**src/hw/rtl/tms_pkg.sv**
```systemverilog
package tms_pkg;

  // Unit length of a Q2.14 direction
  localparam logic [14:0] UNIT = 15'd16384;
  localparam int unsigned UNIT_MSB = 14;

  // Midpoint pair select
  localparam logic [1:0] PAIR_M0 = 2'd0;
  localparam logic [1:0] PAIR_M1 = 2'd1;
  localparam logic [1:0] PAIR_M2 = 2'd2;

  // Corner numbers
  localparam logic [1:0] CORNER_1 = 2'd1;
  localparam logic [1:0] CORNER_2 = 2'd2;

  typedef struct packed {
    logic signed [31:0] pos_x;
    logic signed [31:0] pos_y;
    logic signed [31:0] pos_z;
    logic signed [15:0] norm_x;
    logic signed [15:0] norm_y;
    logic signed [15:0] norm_z;
    logic signed [15:0] tan_x;
    logic signed [15:0] tan_y;
    logic signed [15:0] tan_z;
    logic signed [31:0] tex_u;
    logic signed [31:0] tex_v;
  } vtx_in_t;

  typedef struct packed {
    logic signed [31:0] out_pos_x;
    logic signed [31:0] out_pos_y;
    logic signed [31:0] out_pos_z;
    logic signed [15:0] out_norm_x;
    logic signed [15:0] out_norm_y;
    logic signed [15:0] out_norm_z;
    logic signed [15:0] out_tan_x;
    logic signed [15:0] out_tan_y;
    logic signed [15:0] out_tan_z;
    logic signed [31:0] out_tex_u;
    logic signed [31:0] out_tex_v;
    logic               triangle_done;
  } vtx_out_t;

  typedef enum logic [2:0] {
    S_IDLE,
    S_EMIT,
    S_NORM_N,
    S_NORM_T,
    S_MID
  } ctrl_state_t;

  typedef enum logic [3:0] {
    N_IDLE,
    N_SUM,
    N_LEN,
    N_NUM,
    N_SQ,
    N_ML,
    N_MH,
    N_CMP,
    N_DONE
  } norm_state_t;

  typedef struct packed {
    logic       capture;
    logic       hold_wr;
    logic       hold_sel;
    logic       norm_start;
    logic       vec;
    logic [1:0] pair;
    logic       load_mid;
    logic       last;
  } tms_cmd_t;

  typedef struct packed {
    logic norm_done;
  } tms_sts_t;

  // Floor average of two signed 32-bit values
  function automatic logic [31:0] avg32(input logic [31:0] a, input logic [31:0] b);
    logic [32:0] s;
    s = {a[31], a} + {b[31], b};
    return s[32:1];
  endfunction

endpackage

```
**src/hw/rtl/tms_ctrl.sv**
```systemverilog
module tms_ctrl (
  input  logic              clk,
  input  logic              rst_n,
  input  logic              in_valid,
  output logic              in_ready,
  output logic              out_valid,
  input  logic              out_ready,
  output tms_pkg::tms_cmd_t cmd,
  input  tms_pkg::tms_sts_t sts
);
  import tms_pkg::*;

  ctrl_state_t state_r, state_nxt;
  logic [1:0]  corner_r, corner_nxt;
  logic        tri_r, tri_nxt;
  logic [1:0]  mid_r, mid_nxt;

  always_ff @(posedge clk) begin
    if (!rst_n) begin
      state_r  <= S_IDLE;
      corner_r <= '0;
      tri_r    <= 1'b0;
      mid_r    <= PAIR_M0;
    end else begin
      state_r  <= state_nxt;
      corner_r <= corner_nxt;
      tri_r    <= tri_nxt;
      mid_r    <= mid_nxt;
    end
  end

  // Sequence pass-through and the three midpoints
  always_comb begin
    state_nxt      = state_r;
    corner_nxt     = corner_r;
    tri_nxt        = tri_r;
    mid_nxt        = mid_r;
    in_ready       = 1'b0;
    out_valid      = 1'b0;
    cmd            = '0;
    cmd.pair       = mid_r;
    cmd.last       = (mid_r == PAIR_M2);
    case (state_r)
      S_IDLE: begin
        in_ready = 1'b1;
        if (in_valid) begin
          cmd.capture = 1'b1;
          if (corner_r == CORNER_2) begin
            tri_nxt    = 1'b1;
            corner_nxt = '0;
          end else begin
            cmd.hold_wr  = 1'b1;
            cmd.hold_sel = (corner_r == CORNER_1);
            corner_nxt   = (corner_r == CORNER_1) ? CORNER_2 : CORNER_1;
          end
          state_nxt = S_EMIT;
        end
      end
      S_EMIT: begin
        out_valid = 1'b1;
        if (out_ready) begin
          if (tri_r) begin
            mid_nxt        = PAIR_M0;
            cmd.norm_start = 1'b1;
            state_nxt      = S_NORM_N;
          end else begin
            state_nxt = S_IDLE;
          end
        end
      end
      S_NORM_N: begin
        if (sts.norm_done) begin
          cmd.norm_start = 1'b1;
          state_nxt      = S_NORM_T;
        end
      end
      S_NORM_T: begin
        cmd.vec = 1'b1;
        if (sts.norm_done) begin
          cmd.load_mid = 1'b1;
          state_nxt    = S_MID;
        end
      end
      S_MID: begin
        out_valid = 1'b1;
        if (out_ready) begin
          if (mid_r == PAIR_M2) begin
            tri_nxt   = 1'b0;
            state_nxt = S_IDLE;
          end else begin
            mid_nxt        = mid_r + 2'd1;
            cmd.norm_start = 1'b1;
            state_nxt      = S_NORM_N;
          end
        end
      end
      default: state_nxt = S_IDLE;
    endcase
  end

endmodule

```
**config.mk**
```make
export PLATFORM = sky130hd
export DESIGN_NAME = tms_ctrl
export DESIGN_NICKNAME = d
export VERILOG_FILES = /design/src/hw/rtl/tms_pkg.sv /design/src/hw/rtl/tms_ctrl.sv
export SDC_FILE = /design/constraint.sdc
export NUM_CORES = 1
export LEC_CHECK = 0
export ABC_AREA = 1
export ABC_CLOCK_PERIOD_IN_PS = 1460
export BUFFER_PORTS_ARGS = -buffer_cell sky130_fd_sc_hd__buf_2
export CAP_MARGIN = 20
export CORE_AREA = 5 5 42 44
export CTS_CLUSTER_DIAMETER = 200
export DETAILED_ROUTE_END_ITERATION = 8
export DIE_AREA = 0 0 47 49
export RECOVER_POWER = 25
export SYNTH_ARGS = -nofsm -noshare
export SYNTH_HDL_FRONTEND = slang
export SYNTH_SLANG_ARGS = --single-unit
```
**constraint.sdc**
```tcl
create_clock -name clk -period 1.46 [get_ports clk]
set_input_delay 0.219 -clock clk [delete_from_list [all_inputs] [get_ports clk]]
set_output_delay 0.219 -clock clk [all_outputs]
set_load 0.03 [all_outputs]
```
-- Yosys cells after proc, flatten, opt, wreduce, memory -nomap -nowiden
Index checks and enable logic that the tools add are counted.
W data, S select, Z words.
- $add $sub $neg: 1
- equality and inequality tests: 16
- multiplexer cells: 33
- reductions and logical operators: 8
- operators by type and width (kind ; count):
    $mux W3 ; 7
    $mux W2 ; 9
    $ne A2 B2 Y1 const B ; 9
    $pmux W3 S5 ; 1
    $reduce_and A5 Y1 ; 3
    $mux W1 ; 13
    $eq A3 B2 Y1 const B ; 2
    $eq A2 B2 Y1 const B ; 2
    $pmux W2 S2 ; 1
    $reduce_bool A2 Y1 ; 2
    $eq A3 B1 Y1 const B ; 1
    $eq A3 B3 Y1 const B ; 1
    $logic_not A3 Y1 ; 1
    $pmux W1 S3 ; 1
    $add A2 B1 Y2 const B ; 1
    $eq A2 B1 Y1 const B ; 1
    $pmux W1 S2 ; 1
    $reduce_and A2 Y1 ; 1
    $reduce_or A2 Y1 ; 1
- bits in registers: 8
- bits of input ports: 5
- output and inout bits: 11
- logic and storage cells: 62

-- Depth between registers and ports, before layout
Gate-level depths: netlist of run 1.
- depth after elaboration: 4
- mapped depth: 7

-- Worst setup path before layout of run 1
No wires, ideal clock.
- path type: register to output
- from: register mid_r[0]
- to: output port cmd[5] (netlist name)
- arrival time: 1506 ps
- setup slack: -265 ps
- stages on the path, launching flop included: 7
- path buffers: 0
- path through: dfxtp_1 > inv_1 > ha_1 > nand3b_1 > nand3_1 > nand2_1 > inv_1
- RTL lines (what ; RTL line ; source):
    from (decl) ; tms_ctrl.sv:16 ; logic [1:0] mid_r, mid_nxt;
    from (signal assigned) ; tms_ctrl.sv:28 ; mid_r <= mid_nxt;
    to (decl) ; tms_ctrl.sv:8 ; output tms_pkg::tms_cmd_t cmd,

==> results of run 1 <==
[synth_stat cells]
cell type and n:
o21ai_0 3, nor3_1 1, nand2_4 1, nand2_1 16, or2_0 1, nand3b_1 2, buf_4 1, nor2_4 2
a21oi_1 7, nor2_1 11, inv_2 2, inv_1 12, nand2_2 2, dfxtp_1 8, ha_1 3, nand3_1 10
[through the flow]
| stage | cells | util | worst slack, ns | instance area [um2] | hold slack, ns |
|---|---|---|---|---|---|
| 6_report | 130 | 0.6080 | -0.08259 | 852.1 | 0.2269 |
| 5_1_grt | 130 | 0.6080 | -0.1743 | 852.1 | 0.2547 |
| 3_3_place_gp | 116 | 0.4795 | 0.09799 | 671.9 | 0.4533 |
| 4_1_cts | 127 | 0.5795 | -0.07347 | 812.0 | 0.2241 |
| 3_5_place_dp | 116 | 0.4795 | 0.1168 | 671.9 | 0.4618 |
| 2_1_floorplan | 82 | - | -0.06901 | 554.3 | 0.3323 |
[final cells by class]
| cell class | count | area, um2 |
|---|---|---|
| clock buffer | 3 | 22.52 |
| sequential | 8 | 172.7 |
| multi-input combinational | 59 | 356.6 |
| fill | 136 | 549.3 |
| tap | 16 | 20.02 |
| inverter | 14 | 57.56 |
| timing repair buffer | 30 | 222.7 |
[sequential cells by signal, indices dropped and copies added (netlist names)]
signal and count:
state_r 3, tri_r 1, corner_r 2, mid_r 2
[final timing paths]
| check | from | end | slack [ns] | cells past startpoint |
|---|---|---|---|---|
| min reg2reg | corner_r[0] | corner_r[0] | 0.49 | 2 |
| min | rst_n | state_r[0] | 0.23 | 3 |
| max reg2reg | mid_r[0] | mid_r[1] | 0.08 | 8 |
| max | state_r[0] | cmd[5] | -0.08 | 7 |
[per-layer routing]
metal | vias up | GRT usage | part of all wire
li1 | 324 | - | -
met1 | 280 | 0.1504 | 0.41
met2 | 12 | 0.2081 | 0.53
met3 | 5 | 0.03321 | 0.033
met4 | 0 | 0.06912 | 0.023
met5 | - | 0 | 0
[power by group through the flow]
stage / Clock, W / Sequential, W / Combinational [W]
2_1_floorplan: 0 / 0.000247 / 0.000127
3_3_place_gp: 0 / 0.000249 / 0.000171
3_5_place_dp: 0 / 0.000249 / 0.000172
4_1_cts: 0.000181 / 0.000239 / 0.000210
5_1_grt: 0.000193 / 0.000239 / 0.000248
6_report: 0.000177 / 0.000238 / 0.000226
[kinds of logic (layout without fill, tap and decap cells)]
kind of cell               Yosys count  after routing  share of synthesized area
buffers and inverters               15             47                     0.1129
AOI/OAI and AO/OA                   10             10                    0.09410
DFF                                  8              8                     0.3012
adders and majority gates            3              3                    0.07060
and+or+nand+nor                     46             46                     0.4212
[what timing repair did]
action,CTS,global route
buffers inserted,8,3
pin swaps,6,5
endpoints found under the setup margin,5,6
resized for setup,17,10
endpoints found under the hold margin,0,0
[worst max-delay path, stage by stage (launching register included)]
cell	delay (ns)
dfxtp_4	0.36
nor2_4	0.18
nand3_2	0.12
nand2_2	0.11
nor2_1	0.05
nand2_1	0.06
inv_1	0.05
buf_6	0.13
==> flow_summary_export.csv, run 1 <==
group,metric,value,unit
die,placeableCoreArea,1401,um2
timing,clock.fmax,648.3,MHz
global_route,grt_pass1_vias,580,
pwr,swShare,0.3482,
hold_path,hp-class,"input port to flip-flop",
timing,finalHoldViolations,0,
finish,drive_gt1_frac,0.4561,
logic_synthesis,synthTopCellsByArea,"dfxtp_1 30%, nand2_1 11%, nand3_1 9.4%, inv_1 8.5%, nor2_1 7.8%",
timing,worst_pin_slew,0.3639,ns
global_route,grt_pass1_wl,2.208,mm
timing,period_share,1.057,
timing,setup_viol,3,
logic_synthesis,synth-seq-cells,8,
die,fp-row-count,14,
timing,slew_headroom,0.7584,
clock_network,cts_buffers,3,
timing,finClkSkew,0.004719,ns
finish,fin_nets,124,
clock_network,holdBufCountCts,0,
finish,final_common_cell,"buf_4",
die,ios,16,
pwr,p_per_area,751.4,nW/um2
pwr,p_switching,0.0002229,W
global_route,track_usage,0.1299,
timing,timing_max_transition_violations_final,0,
finish,syn_to_final_growth,60.24,%
route,dr.pass1.iters,4,
critical_path,crit_path_start_kind,"flip-flop",
timing,rsz0062_at_grt,"yes",
logic_synthesis,yosysWarnings,0,
route,num_vias,621,
timing,tns,-0.1973,ns
placement,hpwl,979.7,um
timing,setup_slack,-0.08259,ns
logic_synthesis,yosysSeqAreaShare,0.3012,
die,initial_core_util,0.3795,
finish,n_antenna_cell,0,
route,antenna_left,0,
pwr,pwr-share-clk,0.276,
pwr,seq_power_share,0.371,
logic_synthesis,synth_top_area_share,0.3012,
route,post_drt_via_cell_ratio,4.777,
logic_synthesis,yosys.cell_types.count,16,
logic_synthesis,yosysTopAreaCell,"dfxtp_1",
critical_path,crit_type,"flip-flop to primary output",
critical_path,path_max_fanout,6,
clock_network,clk_latency,0.26,ns
global_route,grt.overflow.total,0,
pwr,p_comb_frac,0.353,
outcome,violations,"negative setup slack",
route,drt_iter0_markers,3,
critical_path,worstPathRequired,1.24,ns
timing,post-route-min-period,1.543,ns
critical_path,critPathCaptureType,"primary output",
pwr,irDropWorstVdd,0.4492,mV
die,die_width,47,um
route,routed_wirelength,1.398,mm
critical_path,cp_data_arrival_time,1.32,ns
global_route,antenna_found_initial,0,
finish,final_cell_mix,"15 x buf_4, 14 x nand2_1, 10 x inv_1",
pwr,p_leak,0.4396,nW
placement,port_buffers,15,
clock_network,h-tree-depth,1,
placement,gp_congestion,0.8630,
clock_network,cts_sinks,8,
route,post_drt_wl_per_cell,10.75,um
logic_synthesis,avgSynthCellArea,6.485,um2
pwr,finalPower,0.0006403,W
pwr,p_int,0.0004173,W
logic_synthesis,syn_area,531.8,um2
job,maxCapViolCount,0,
die,die_h,49,um
route,post-route-drc-count,0,
clock_network,clock_path_buffers,2,
outcome,outcome,"finished, violations left",
die,die_area,2303,um2
clock_network,cts_root_buffer,"clkbuf_4",
clock_network,clkTransAtPathRegs,0.06,ns
logic_synthesis,syn_inst,82,
clock_network,cts_tree,"done",
logic_synthesis,synth_nets,90,
global_route,grt_start_max_net_pins,7,
No activity file was read; power rests on OpenSTA's default activity.
==> run 2, diff against run 1 <==
--- a/config.mk
+++ b/config.mk
@@ -6,14 +6,16 @@
 export NUM_CORES = 1
 export LEC_CHECK = 0
 export ABC_AREA = 1
-export ABC_CLOCK_PERIOD_IN_PS = 1460
+export ABC_CLOCK_PERIOD_IN_PS = 1800
 export BUFFER_PORTS_ARGS = -buffer_cell sky130_fd_sc_hd__buf_2
 export CAP_MARGIN = 20
 export CORE_AREA = 5 5 42 44
 export CTS_CLUSTER_DIAMETER = 200
 export DETAILED_ROUTE_END_ITERATION = 8
 export DIE_AREA = 0 0 47 49
+export PLACE_DENSITY = 0.74
 export RECOVER_POWER = 25
+export SKIP_LAST_GASP = 1
 export SYNTH_ARGS = -nofsm -noshare
 export SYNTH_HDL_FRONTEND = slang
 export SYNTH_SLANG_ARGS = --single-unit
==> constraint.sdc (replaced) <==
create_clock -name clk -period 1.8 [get_ports clk]
set_input_delay 0.27 -clock clk [delete_from_list [all_inputs] [get_ports clk]]
set_output_delay 0.27 -clock clk [all_outputs]
set_load 0.03 [all_outputs]
==> run 2 against run 1 <==
Effect of this change:
- the run now ends clean
- combinational power is 42% lower
- cell count is 9.2% lower
- sequential power is 16% lower
- critical path type unchanged
==> flow_summary_export.csv, run 2 (synthesized netlist as in run 1, its figures left out) <==
group,metric,value,unit
outcome,outcome,"finished, final reports clean",
die,die_width,47,um
timing,post-route-min-period,1.715,ns
critical_path,critPathMostFrequentCell,"inv_1",
route,post-route-drc-count,0,
critical_path,crit_path_start_kind,"flip-flop",
finish,drive_gt1_frac,0.2745,
global_route,grt_start_max_net_pins,8,
die,initial_core_util,0.3795,
timing,finalHoldViolations,0,
clock_network,cts_sinks,8,
finish,syn_to_final_growth,25.41,%
placement,port_buffers,15,
pwr,seq_power_share,0.432,
timing,timing_max_transition_violations_final,0,
finish,final_cell_mix,"16 x nand2_1, 13 x buf_2, 12 x inv_1",
critical_path,path_max_fanout,3,
route,post_drt_wl_per_cell,10.32,um
finish,fin_nets,112,
timing,period_share,0.9530,
route,routed_wirelength,1.218,mm
finish,final_util,0.4759,
clock_network,clk_latency,0.25,ns
critical_path,cp_data_arrival_time,1.45,ns
pwr,p_leak,0.3642,nW
global_route,grt_pass1_wl,2.001,mm
finish,final_common_cell,"nand2_1",
timing,rsz0062_at_grt,"yes",
critical_path,crit_chain,"inv_1 -> ha_1 -> nand3b_1 -> nand3_1 -> nand2_1 -> inv_1 -> buf_4",
critical_path,crit_type,"flip-flop to primary output",
pwr,p_comb_frac,0.285,
clock_network,clkTransAtPathRegs,0.05,ns
route,dr.pass1.iters,6,
timing,clock.fmax,583.0,MHz
timing,worst_pin_slew,0.3763,ns
critical_path,crit_buf_inv,3,
die,die_area,2303,um2
die,ios,16,
route,antenna_left,0,
pwr,pwr-share-clk,0.283,
finish,reg.largest.list,"state_r x3, corner_r x2, mid_r x2",
pwr,swShare,0.3361,
timing,finClkSkew,0.0004677,ns
clock_network,holdBufCountCts,0,
global_route,antenna_found_initial,0,
clock_network,cts_root_buffer,"clkbuf_4",
critical_path,worstPathRequired,1.53,ns
route,post_drt_via_cell_ratio,4.771,
placement,hpwl,1.008,mm
placement,place_area,626.9,um2
timing,whs,0.2961,ns
clock_network,cts_buffers,3,
route,num_vias,563,
timing,tns,0,ns
critical_path,worst_path_max_delay_cell,"dfxtp_1",
clock_network,h-tree-depth,1,
pwr,p_int,0.0003065,W
global_route,grt_pass1_vias,518,
finish,largest_register,"state_r",
finish,largest_reg_flops,3,
timing,slew_headroom,0.7502,
critical_path,critPathCaptureType,"primary output",
pwr,p_per_area,692.3,nW/um2
global_route,grt.overflow.total,0,
pwr,irDropWorstVdd,0.4416,mV
critical_path,r2r_setup_slack,0.42,ns
finish,stdcell_area,666.9,um2
route,drt_iter0_markers,11,
clock_network,clock_path_buffers,2,
die,placeableCoreArea,1401,um2
die,fp-row-count,14,
finish,n_antenna_cell,0,
hold_path,hp-class,"input port to flip-flop",
timing,setup_viol,0,
critical_path,critPathMaxStageDelay,0.34,ns
clock_network,cts_tree,"done",
critical_path,critPathTopFamily,"simple AND/OR/NAND/NOR gates",
die,die_h,49,um
global_route,track_usage,0.1191,
placement,gp_congestion,0.7421,
pwr,p_switching,0.0001552,W
job,maxCapViolCount,0,
-- run 2: changes by cell type in the layout (fill, tap and decap cells not counted), sizes merged --
cell,before,now
buf,28,17
clkbuf,5,4
clkinv,1,0
inv,13,14
-- run 2: repair_timing --
action                                 in CTS  in global routing
endpoints found under the hold margin       0                  0
gates resized for setup                     0                  3
setup endpoints to repair                   0                  2
buffers inserted                            0                  2
-- run 2: tightest hold or removal path, cell delays in order --
cell and delay (ns):
buf_2 0.13, nand2_1 0.07, nor2_1 0.04
-- run 2: path summary, 6_finish.rpt --
check	start	end	cells after the start
worst max-delay path	mid_r[0]	cmd[5]	7
worst min register to register	corner_r[0]	corner_r[0]	2
worst min-delay path	rst_n	state_r[0]	3
worst max register to register	mid_r[0]	mid_r[0]	7
-- run 2: area by class of cell --
class | count | area [um2]
clock buffers | 3 | 22.52
fillers | 156 | 734.5
inverters | 14 | 52.55
multi-input cells | 59 | 311.5
flip-flops and latches | 8 | 161.4
well taps | 16 | 20.02
repair buffers | 18 | 98.84
-- run 2: through the flow --
stage | setup WS, ns | total power (W) | std cells
detailed placement | 0.3029 | 0.0003270 | 113
CTS | 0.02596 | 0.0004642 | 116
global route | -0.01372 | 0.0004951 | 118
global placement | 0.3142 | 0.0003242 | 113
finish | 0.08466 | 0.0004617 | 118
floorplan | 0.02427 | 0.0002919 | 82
-- run 2: layer usage --
| layer | routed length [um] | GRT usage | vias up |
|---|---|---|---|
| li1 | - | - | 299 |
| met1 | 511 | 0.1410 | 249 |
| met2 | 627 | 0.1833 | 11 |
| met3 | 51 | 0.02214 | 4 |
| met4 | 28 | 0.08295 | 0 |
| met5 | 0 | 0 | - |
-- run 2: power by group through the flow --
| stage | clock, W | sequential [W] | combinational, W |
|---|---|---|---|
| after floorplan | 0 | 0.000199 | 0.0000925 |
| after global placement | 0 | 0.000201 | 0.000123 |
| after detailed placement | 0 | 0.000202 | 0.000125 |
| after CTS | 0.000140 | 0.000198 | 0.000126 |
| after global routing | 0.000152 | 0.000200 | 0.000143 |
| final | 0.000131 | 0.000199 | 0.000132 |
==> run 3, diff against run 2 <==
--- a/config.mk
+++ b/config.mk
@@ -6,14 +6,12 @@
 export NUM_CORES = 1
 export LEC_CHECK = 0
 export ABC_AREA = 1
-export ABC_CLOCK_PERIOD_IN_PS = 1800
 export BUFFER_PORTS_ARGS = -buffer_cell sky130_fd_sc_hd__buf_2
 export CAP_MARGIN = 20
 export CORE_AREA = 5 5 42 44
 export CTS_CLUSTER_DIAMETER = 200
 export DETAILED_ROUTE_END_ITERATION = 8
 export DIE_AREA = 0 0 47 49
-export PLACE_DENSITY = 0.74
 export RECOVER_POWER = 25
 export SKIP_LAST_GASP = 1
 export SYNTH_ARGS = -nofsm -noshare
==> run 3 against run 2 <==
Effect of this change:
- sequential share of layout area decreased by 0.097 points
- clock power is 3% higher
- critical endpoint unchanged
- via count down 2.3%
- fmax down 0.89%
- routed wire length up 0.16%
- first-iteration DRC count fell by 73%
- core utilization decreased by 0.18 points
==> flow_summary_export.csv, run 3 (synthesized netlist as in run 1, its figures left out) <==
group,metric,value,unit
route,drt_iter0_markers,3,
die,die_width,47,um
critical_path,cp_data_arrival_time,1.46,ns
critical_path,crit_type,"flip-flop to primary output",
clock_network,clkTransAtPathRegs,0.05,ns
pwr,irDropWorstVdd,0.3236,mV
critical_path,critPathMaxStageDelay,0.34,ns
job,maxCapViolCount,0,
pwr,finalPower,0.0004625,W
critical_path,worst_path_max_delay_cell,"dfxtp_1",
route,routed_wirelength,1.220,mm
route,wl_met3,62,um
finish,n_antenna_cell,0,
timing,worst_pin_slew,0.3653,ns
global_route,grt.overflow.total,0,
finish,n_fill_cell,178,
clock_network,clk_latency,0.25,ns
die,die_h,49,um
clock_network,cts_tree,"done",
route,post_drt_via_cell_ratio,4.661,
route,drt-met1-wl,551,um
timing,post-route-min-period,1.731,ns
die,initial_core_util,0.3795,
timing,period_share,0.9616,
finish,largest_reg_flops,3,
global_route,grt_pass1_wl,2.201,mm
clock_network,cts_sinks,8,
hold_path,hp-class,"input port to flip-flop",
finish,drive_gt1_frac,0.2549,
pwr,p_leak,0.3589,nW
global_route,track_usage,0.1305,
critical_path,worstPathRequired,1.53,ns
pwr,p_per_area,696.2,nW/um2
finish,syn_to_final_growth,24.94,%
placement,port_buffers,15,
critical_path,r2r_cells,7,
finish,reg.largest.list,"state_r x3, corner_r x2, mid_r x2",
timing,timing_max_transition_violations_final,0,
timing,whs,0.2920,ns
global_route,antenna_found_initial,0,
route,num_vias,550,
critical_path,path_max_fanout,3,
die,ios,16,
finish,seq_area,160.2,um2
global_route,grt_start_max_net_pins,8,
timing,rsz0062_at_grt,"yes",
critical_path,crit_chain,"inv_1 -> ha_1 -> nand3b_1 -> nand3_1 -> nand2_1 -> inv_1 -> clkbuf_4",
clock_network,h-tree-depth,1,
route,maxUsedRoutingLayer,"met4",
route,post_drt_wl_per_cell,10.34,um
outcome,outcome,"finished, final reports clean",
placement,gp_congestion,0.7882,
route,dr_wl_met2,580,um
clock_network,cts_root_buffer,"clkbuf_4",
timing,finClkSkew,0.0009484,ns
route,post-route-drc-count,0,
timing,slew_headroom,0.7575,
clock_network,clock_path_buffers,2,
finish,final_cell_mix,"16 x nand2_1, 12 x inv_1, 12 x buf_2",
finish,fin_nets,112,
die,die_area,2303,um2
route,antenna_left,0,
route,dr.pass1.iters,4,
global_route,grt_pass1_vias,545,
finish,largest_register,"state_r",
finish,final_common_cell,"nand2_1",
finish,multi_input_area,311.5,um2
placement,hpwl,1.007,mm
timing,clock.fmax,577.8,MHz
clock_network,cts_buffers,3,
die,placeableCoreArea,1401,um2
critical_path,crit_path_start_kind,"flip-flop",
die,fp-row-count,14,
timing,finalHoldViolations,0,
hold_path,holdPathStages,3,
critical_path,critPathMostFrequentCell,"inv_1",
critical_path,critPathCaptureType,"primary output",
timing,setup_viol,0,
[run 3: changes by cell type in the layout (fill, tap and decap cells not counted)]
cell      delta
buf_4        -1
buf_2        -1
clkbuf_1     +1
clkbuf_4     +1
dfxtp_2      -1
dfxtp_1      +1
[run 3: per-layer routing]
layer / global-route usage / up-vias
met4: 0.08295 / 0
met3: 0.03321 / 4
met2: 0.2081 / 11
li1: - / 299
met1: 0.1457 / 236
met5: 0 / -
[run 3: worst paths after layout]
check | start | slack (ns) | to
worst min-delay path | rst_n | 0.29 | state_r[0]
worst max-delay path | mid_r[0] | 0.07 | cmd[5]
worst min register to register | mid_r[0] | 0.50 | mid_r[0]
worst max register to register | mid_r[0] | 0.44 | mid_r[0]
[run 3: final cells by class]
| class | count | area share |
|---|---|---|
| multi-input cells | 59 | 0.4689 |
| repair buffers | 18 | 0.1469 |
| well taps | 16 | 0.03013 |
| flip-flops and latches | 8 | 0.2411 |
| clock buffers | 3 | 0.03390 |
| inverters | 14 | 0.07910 |
[run 3: critical path, delay by kind of cell (launching register included)]
| family | cells | cell delay (ns) |
|---|---|---|
| buffers and inverters | 3 | 0.29 |
| and+or+nand+nor | 3 | 0.36 |
| DFF | 1 | 0.34 |
| adders and majority gates | 1 | 0.23 |
[run 3: repair_timing]
item                       in CTS  in global routing
gates resized for setup         0                  1
setup endpoints to repair       0                  2
hold buffers                    0                  0
setup buffers                   0                  2
[run 3: metrics by stage]
stage	cells	TNS, ns	instance area [um2]	util	setup WS (ns)
floorplan	82	0	531.8	-	0.02427
global placement	113	0	626.9	0.4473	0.2893
detailed placement	113	0	626.9	0.4473	0.2949
CTS	116	0	649.4	0.4634	0.01454
global route	118	-0.02580	664.4	0.4741	-0.02580
finish	118	0	664.4	0.4741	0.06921
[run 3: power breakdown]
group,total (W),switching (W),leakage (nW),internal (W)
Clock,0.000135,0.0000592,0.0138,0.0000762
Sequential,0.000198,0.0000114,0.0651,0.000186
Combinational,0.000130,0.0000860,0.280,0.0000435
Total,0.000463,0.000157,0.359,0.000306
